## src/hw/rtl/cmgt_pkg.sv

```systemverilog
// package for the civil / mjd / gnss time converter
// beat types and calendar constants, no dependencies
package cmgt_pkg;

	localparam logic [1:0] ACT_CIVIL = 2'd0;
	localparam logic [1:0] ACT_MJD   = 2'd1;
	localparam logic [1:0] ACT_WEEK  = 2'd2;

	localparam logic [16:0] EPOCH_RESET = 17'd44244;
	localparam logic [16:0] MJD_LOW     = 17'd15385;
	localparam logic [16:0] MJD_HIGH    = 17'd88068;
	localparam logic [29:0] NS_MAX      = 30'd999999999;

	typedef struct packed {
		logic [1:0]  action;
		logic [11:0] year;
		logic [3:0]  month;
		logic [4:0]  day;
		logic [4:0]  hour;
		logic [5:0]  minute;
		logic [5:0]  second;
		logic [29:0] nanosecond;
		logic [16:0] mjd_day;
		logic [16:0] sec_of_day;
		logic [12:0] gnss_week;
		logic [19:0] sec_of_week;
	} in_beat_t;

	typedef struct packed {
		logic [11:0] out_year;
		logic [3:0]  out_month;
		logic [4:0]  out_day;
		logic [4:0]  out_hour;
		logic [5:0]  out_minute;
		logic [5:0]  out_second;
		logic [17:0] out_mjd;
		logic [16:0] out_sec_of_day;
		logic [29:0] out_nanosecond;
		logic        status;
	} out_beat_t;

	// floor(306001*x/10000) for x in 4..15
	function automatic logic [9:0] month_days(input logic [3:0] x);
		logic [9:0] r;
		case (x)
			4'd4:    r = 10'd122;
			4'd5:    r = 10'd153;
			4'd6:    r = 10'd183;
			4'd7:    r = 10'd214;
			4'd8:    r = 10'd244;
			4'd9:    r = 10'd275;
			4'd10:   r = 10'd306;
			4'd11:   r = 10'd336;
			4'd12:   r = 10'd367;
			4'd13:   r = 10'd397;
			4'd14:   r = 10'd428;
			4'd15:   r = 10'd459;
			default: r = 10'd0;
		endcase
		return r;
	endfunction

endpackage

```

## src/hw/rtl/civil_mjd_gnss_time_converter_core.sv

```systemverilog
// civil / mjd / gnss week time converter, top level
// done follows start through the valid pipe, one beat accepted every cycle
// busy is always low; done strobes each result for one cycle
// arst_n clears the valid pipe and loads the epoch register with the gps epoch
// uses cmgt_pkg, cmgt_civil_path, cmgt_mjd_path
module civil_mjd_gnss_time_converter_core import cmgt_pkg::*; (
	input  logic      clk,
	input  logic      arst_n,
	input  logic      start,
	output logic      busy,
	input  in_beat_t  in_beat,
	output logic      done,
	output out_beat_t out_beat,
	input  logic      cfg_we,
	input  logic [16:0] cfg_wdata
);
	logic [16:0] epoch_q;
	logic [2:0]  vld;
	logic [1:0]  act_s1, act_s2, act_s3;
	logic        bad_s1, bad_s2, bad_s3;
	logic [29:0] ns_s1, ns_s2, ns_s3;
	// week path registers
	logic [17:0] wk_s1, wk_s2, wk_s3;
	logic [19:0] sow_s1;
	logic [2:0]  dow_s2;
	logic [16:0] wsod_s2, wsod_s3;
	logic        bad;
	logic [2:0]  dow;
	logic [17:0] c_mjd;
	logic [16:0] c_sod;
	logic [11:0] m_yr;
	logic [3:0]  m_mo;
	logic [4:0]  m_dy, m_hr;
	logic [5:0]  m_mi, m_se;

	assign busy = 1'b0;

	always_ff @(posedge clk or negedge arst_n) begin
		if (!arst_n) begin
			epoch_q <= EPOCH_RESET;
			vld     <= '0;
		end else begin
			if (cfg_we) epoch_q <= cfg_wdata;
			vld <= {vld[1:0], start};
		end
	end

	// range checks per action
	always_comb begin
		bad = in_beat.nanosecond > NS_MAX;
		case (in_beat.action)
			ACT_CIVIL: bad = bad || in_beat.year < 12'd1901 || in_beat.year > 12'd2099
				|| in_beat.month < 4'd1 || in_beat.month > 4'd12 || in_beat.day == 5'd0
				|| in_beat.hour > 5'd23 || in_beat.minute > 6'd59 || in_beat.second > 6'd59;
			ACT_MJD: bad = bad || in_beat.mjd_day < MJD_LOW || in_beat.mjd_day > MJD_HIGH
				|| in_beat.sec_of_day > 17'd86399;
			ACT_WEEK: bad = bad || in_beat.sec_of_week > 20'd604799 || epoch_q > MJD_HIGH;
			default: bad = 1'b1;
		endcase
	end

	// day of week: small compare chain on six boundaries
	always_comb begin
		dow = 3'd0;
		for (int k = 1; k < 7; k++)
			if (sow_s1 >= 20'(k * 86400)) dow = 3'(k);
	end

	always_ff @(posedge clk) begin
		act_s1 <= in_beat.action; bad_s1 <= bad; ns_s1 <= in_beat.nanosecond;
		wk_s1  <= 18'(epoch_q) + 18'(in_beat.gnss_week) * 18'd7;
		sow_s1 <= in_beat.sec_of_week;
		act_s2 <= act_s1; bad_s2 <= bad_s1; ns_s2 <= ns_s1;
		wk_s2 <= wk_s1; dow_s2 <= dow;
		wsod_s2 <= 17'(sow_s1 - 20'(dow) * 20'd86400);
		act_s3 <= act_s2; bad_s3 <= bad_s2; ns_s3 <= ns_s2;
		wk_s3 <= wk_s2 + 18'(dow_s2);
		wsod_s3 <= wsod_s2;
	end

	cmgt_civil_path u_civil (
		.clk(clk), .year(in_beat.year), .month(in_beat.month), .day(in_beat.day),
		.hour(in_beat.hour), .minute(in_beat.minute), .second(in_beat.second),
		.mjd(c_mjd), .sod(c_sod)
	);

	cmgt_mjd_path u_mjd (
		.clk(clk), .mjd_day(in_beat.mjd_day), .sec_of_day(in_beat.sec_of_day),
		.yr(m_yr), .mo(m_mo), .dy(m_dy), .hr(m_hr), .mi(m_mi), .se(m_se)
	);

	// output select; fields an action does not make stay zero
	always_comb begin
		out_beat = '0;
		out_beat.out_nanosecond = ns_s3;
		out_beat.status = bad_s3;
		if (!bad_s3) begin
			case (act_s3)
				ACT_CIVIL: begin
					out_beat.out_mjd = c_mjd;
					out_beat.out_sec_of_day = c_sod;
				end
				ACT_MJD: begin
					out_beat.out_year = m_yr; out_beat.out_month = m_mo;
					out_beat.out_day = m_dy; out_beat.out_hour = m_hr;
					out_beat.out_minute = m_mi; out_beat.out_second = m_se;
				end
				ACT_WEEK: begin
					out_beat.out_mjd = wk_s3;
					out_beat.out_sec_of_day = wsod_s3;
				end
				default: out_beat.status = 1'b1;
			endcase
		end
	end

	assign done = vld[2];
endmodule

```

## src/hw/rtl/cmgt_civil_path.sv

```systemverilog
// civil date to mjd, three stages
// uses cmgt_pkg
module cmgt_civil_path import cmgt_pkg::*; (
	input  logic        clk,
	input  logic [11:0] year,
	input  logic [3:0]  month,
	input  logic [4:0]  day,
	input  logic [4:0]  hour,
	input  logic [5:0]  minute,
	input  logic [5:0]  second,
	output logic [17:0] mjd,
	output logic [16:0] sod
);
	logic [11:0] y_s1;
	logic [9:0]  md_s1;
	logic [4:0]  d_s1;
	logic [16:0] hs_s1, ms_s1;
	logic [5:0]  se_s1;
	logic [19:0] yd_s2;
	logic [10:0] rd_s2;
	logic [16:0] sod_s2;

	always_ff @(posedge clk) begin
		if (month <= 4'd2) begin
			y_s1  <= year - 12'd1;
			md_s1 <= month_days(month + 4'd13);
		end else begin
			y_s1  <= year;
			md_s1 <= month_days(month + 4'd1);
		end
		d_s1  <= day;
		hs_s1 <= 17'(hour) * 17'd3600;
		ms_s1 <= 17'(minute) * 17'd60;
		se_s1 <= second;
		// product needs 22 bits before the quarter
		yd_s2  <= 20'((22'(y_s1) * 22'd1461) >> 2);
		rd_s2  <= 11'(md_s1) + 11'(d_s1);
		sod_s2 <= hs_s1 + ms_s1 + 17'(se_s1);
		mjd <= 18'(yd_s2 + 20'(rd_s2) - 20'd679019);
		sod <= sod_s2;
	end
endmodule

```

## src/hw/rtl/cmgt_mjd_path.sv

```systemverilog
// mjd to civil date, three stages, constant divides by reciprocal
// uses cmgt_pkg
module cmgt_mjd_path import cmgt_pkg::*; (
	input  logic        clk,
	input  logic [16:0] mjd_day,
	input  logic [16:0] sec_of_day,
	output logic [11:0] yr,
	output logic [3:0]  mo,
	output logic [4:0]  dy,
	output logic [4:0]  hr,
	output logic [5:0]  mi,
	output logic [5:0]  se
);
	// 40*(2400001+1537) - 4884
	localparam logic [26:0] NUM_BIAS = 27'd96056636;
	localparam logic [21:0] B_BIAS   = 22'd2401538;
	// ceil(2^41/14610), ceil(2^29/3600), ceil(2^23/60)
	localparam logic [27:0] RCP_C = 28'd150514939;
	localparam logic [17:0] RCP_H = 18'd149131;
	localparam logic [17:0] RCP_M = 18'd139811;

	logic [21:0] b_s1, b_s2;
	logic [26:0] num_s1;
	logic [16:0] sod_s1;
	logic [5:0]  h_s1;
	logic [11:0] tm_s1;
	logic [12:0] c_s2;
	logic [4:0]  h_s2;
	logic [5:0]  m_s2, s_s2;
	logic [34:0] h_prod, tm_prod;
	logic [54:0] c_prod;
	logic [23:0] c1461;
	logic [21:0] d;
	logic [9:0]  bd;
	logic [3:0]  e;

	// stage 1: hours and total minutes of the day
	always_comb begin
		h_prod  = 35'(sec_of_day) * 35'(RCP_H);
		tm_prod = 35'(sec_of_day) * 35'(RCP_M);
	end

	// stage 2: year count c = floor(num / 14610)
	always_comb begin
		c_prod = 55'(num_s1) * 55'(RCP_C);
	end

	// stage 3: day of year from march, month index e
	always_comb begin
		c1461 = 24'(c_s2) * 24'd1461;
		d     = 22'(c1461 >> 2);
		bd    = 10'(b_s2 - d);
		e = 4'd4;
		for (int k = 5; k <= 15; k++)
			if (bd > month_days(4'(k))) e = 4'(k);
	end

	always_ff @(posedge clk) begin
		b_s1   <= 22'(mjd_day) + B_BIAS;
		num_s1 <= 27'(mjd_day) * 27'd40 + NUM_BIAS;
		sod_s1 <= sec_of_day;
		h_s1   <= 6'(h_prod >> 29);
		tm_s1  <= 12'(tm_prod >> 23);
		c_s2 <= 13'(c_prod >> 41);
		b_s2 <= b_s1;
		h_s2 <= 5'(h_s1);
		m_s2 <= 6'(tm_s1 - 12'(h_s1) * 12'd60);
		s_s2 <= 6'(sod_s1 - 17'(tm_s1) * 17'd60);
		if (e >= 4'd14) begin
			mo <= e - 4'd13;
			yr <= 12'(c_s2 - 13'd4715);
		end else begin
			mo <= e - 4'd1;
			yr <= 12'(c_s2 - 13'd4716);
		end
		dy <= 5'(bd - month_days(e));
		hr <= h_s2; mi <= m_s2; se <= s_s2;
	end
endmodule

```

## config.mk

```make
export PLATFORM = sky130hd
export DESIGN_NAME = civil_mjd_gnss_time_converter_core
export DESIGN_NICKNAME = d
export VERILOG_FILES = /design/src/hw/rtl/cmgt_pkg.sv /design/src/hw/rtl/civil_mjd_gnss_time_converter_core.sv /design/src/hw/rtl/cmgt_civil_path.sv /design/src/hw/rtl/cmgt_mjd_path.sv
export SDC_FILE = /design/constraint.sdc
export NUM_CORES = 2
export LEC_CHECK = 0
export BUFFER_PORTS_ARGS = -buffer_cell sky130_fd_sc_hd__buf_2
export CAP_MARGIN = 20
export CORE_ASPECT_RATIO = 2
export CORE_MARGIN = 2
export CORE_UTILIZATION = 45
export CTS_CLUSTER_SIZE = 40
export DETAILED_ROUTE_END_ITERATION = 6
export PLACE_DENSITY_LB_ADDON = 0.08
export SLEW_MARGIN = 0
export SYNTH_ARGS = -nofsm -noshare
export SYNTH_HDL_FRONTEND = slang
export SYNTH_SLANG_ARGS = --single-unit
```

## constraint.sdc

```tcl
create_clock -name clk -period 7.12 [get_ports clk]
set_input_delay 1.424 -clock clk [delete_from_list [all_inputs] [get_ports clk]]
set_output_delay 1.424 -clock clk [all_outputs]
set_load 0.005 [all_outputs]
```

==> metrics.cfg <==
[outcome]
status = completed

[critical_path]
worst_ep_arrival_time_ns = 7.43
cp_top_family = adder cells
crit_top_cell = inv_2
cp_max_fo = 3
crit_buf_inv = 5
cp_data_required_time_ns = 7.58
crit_path_max_incr_delay_ns = 0.52
crit_path_end_kind = flop
start_kind = flop
critical_path_class = flop to flop
crit_slowest_cell = fa_1

[timing]
setup_viol = 0
max-slew-margin-rel_pct = 44.38
period_share_pct = 97.92
holdWs_ns = 0.3074
slew_viol_final = 0
fmax_ghz = 0.1434
period_needed_ns = 6.972
tightestPinTransition_ns = 0.8343
rsz0062_at_grt = yes
clock_skew_ns = 0.02264
finalHoldViolCount = 0

[cells_and_area]
area_growth_pct = 13.33
nNetsFinal = 5557
layout-drive-gt1-share_pct = 13.04
fillers = 8297

[global_routing]
grt_start_max_net_pins = 39
antenna_found_initial = 17
grt_usage_pct = 20.98
grt_pass1_vias = 28020
grt_pass1_wl_um = 151800
overflow = 0

[placed_design]
gp_congestion = 0.8637
hpwlAfterDp_um = 79920
port_buffers = 262

[clocking]
cts-buffers-inserted = 47
htreeDepth = 2
clk-insertion-delay-late_ns = 0.61
hold_buffers = 0
cts_sinks = 491
cts_tree = built
clockBufferDepth = 3
clkTransAtPathRegs_ns = 0.07
clock-root-buffer = clkbuf_16

[job]
maxCapViolations = 0

[floorplanning]
core_um2 = 88820
start_util_pct = 45.28
io_pins = 264
fp.dieH_um = 426.8
die_x_um = 215.4
dieArea_um2 = 91930
rows = 155

[synthesis]
synth_seq_cells = 491
post-synth-top-count-cell = ha_1
synthCells = 3775
synth_area_leaders = ha_1 25%, dfxtp_1 23%, fa_1 23%
yosysUniqueCellTypes = 83
synth_top_cell_by_area = ha_1
synth_edf_count = 0
syn_area_per_cell_um2 = 10.65
ys_seq_area_share_pct = 24.71
async_reset_ff_share_pct = 4.073
synthFlopType = dfxtp_1
syn_area_um2 = 40220
synth.top_cell.area_share_pct = 24.51
yosys_warnings = 0
synth_common_cells = 788 x ha_1, 747 x inv_1, 471 x dfxtp_1
syn_nets = 5183

[drt]
first_iter_violations = 1083
dr.pass1.iters = 5
routed_wl_um = 92660
antenna_left = 0
routedWlPerCell_um = 17.26
remaining_drc_errors = 0
vias_per_cell = 4.905
vias = 26340

[worst_hold_path]
hold_class = flop to flop

-- placed cells by master (no fill, tap or decap), types with 38 or more instances in the layout --
cell	instances
ha_1	774
inv_1	742
dfxtp_1	462
fa_1	459
buf_2	262
xnor2_1	170
a21oi_1	140
nor2_1	133
nand2_1	98
buf_4	84
o21ai_0	68
xor2_1	62
a21o_1	61
and2_1	49
clkbuf_16	49
nand3_1	42
mux2i_1	38
-- logic make-up (layout without fill, tap and decap cells) --
| family | after synthesis | after routing | share of synthesized area (%) |
|---|---|---|---|
| xor gates and xnor gates | 236 | 236 | 5.139 |
| and+or+nand+nor | 510 | 510 | 6.430 |
| other | 1 | 6 | 0.009323 |
| adders and majority gates | 1250 | 1250 | 47.51 |
| AOI/OAI and AO/OA | 463 | 463 | 7.625 |
| DFF | 491 | 491 | 24.71 |
| buffers and inverters | 771 | 1183 | 7.211 |
| muxes | 53 | 53 | 1.366 |
-- sequential cells by signal, summed over array words and instances, names as in the netlist, 18 cells and up --
register	flops
ns_s1	30
ns_s2	30
ns_s3	30
u_mjd.num_s1	23
sow_s1	20
u_civil.mjd	18
u_civil.yd_s2	18
wk_s1	18
wk_s2	18
wk_s3	18
-- path summary, 6_finish.rpt --
path                            slack, ns  cells after the start                   from                      to
max in group asynchronous            6.03                      1                 arst_n  epoch_q[2]$_DFFE_PN1P_
worst max-delay path                 0.15                     29  u_mjd.c_s2[5]$_DFF_P_     u_mjd.dy[4]$_DFF_P_
worst max register to register       0.15                     29  u_mjd.c_s2[5]$_DFF_P_     u_mjd.dy[4]$_DFF_P_
worst min-delay path                 0.31                      0      ns_s2[15]$_DFF_P_       ns_s3[15]$_DFF_P_
min in group asynchronous            0.75                      1                 arst_n        vld[1]$_DFF_PN0_
worst min register to register       0.31                      0      ns_s2[15]$_DFF_P_       ns_s3[15]$_DFF_P_
-- final cells by class --
cell class                 instances  area, um2  area share, %
multi-input combinational       2513      27690          60.75
inverter                         748       2810          6.165
antenna                            5      12.51        0.02745
timing repair buffer             348       1964          4.309
clock buffer                      65       1396          3.063
tap                             1177       1473          3.231
clock inverter                    22      279.0         0.6121
sequential                       491       9956          21.84
-- metal layers --
layer,routed length [um],GRT usage (%),share of wire [%],vias up
met2,41090,33.28,44,499
met1,45200,30.18,49,12640
met3,4665,3.718,5.0,104
met5,136,0,0.15,-
li1,-,-,-,13070
met4,1575,3.954,1.7,24
-- per-stage QoR --
step                      setup WS [ns]  util, %  cell area, um2  std cells  TNS (ns)
final                            0.1482    51.32           45580       5369         0
after global routing           -0.09827    51.31           45580       5366  -0.09908
after CTS                      0.009089    51.08           45370       5361         0
after detailed placement        -0.2490    48.98           43510       5269   -0.2490
after global placement          -0.1581    48.98           43510       5269   -0.1581
after floorplan                 0.01974        -           40220       3775         0
-- timing repair --
item,4_1_cts,5_1_grt
resized for setup,34,35
pin swaps,26,15
buffers inserted,5,3
endpoints found under the setup margin,1,9
Power is not shown: default switching activity piles up to over one toggle a cycle in this logic, so the estimate is an artifact.
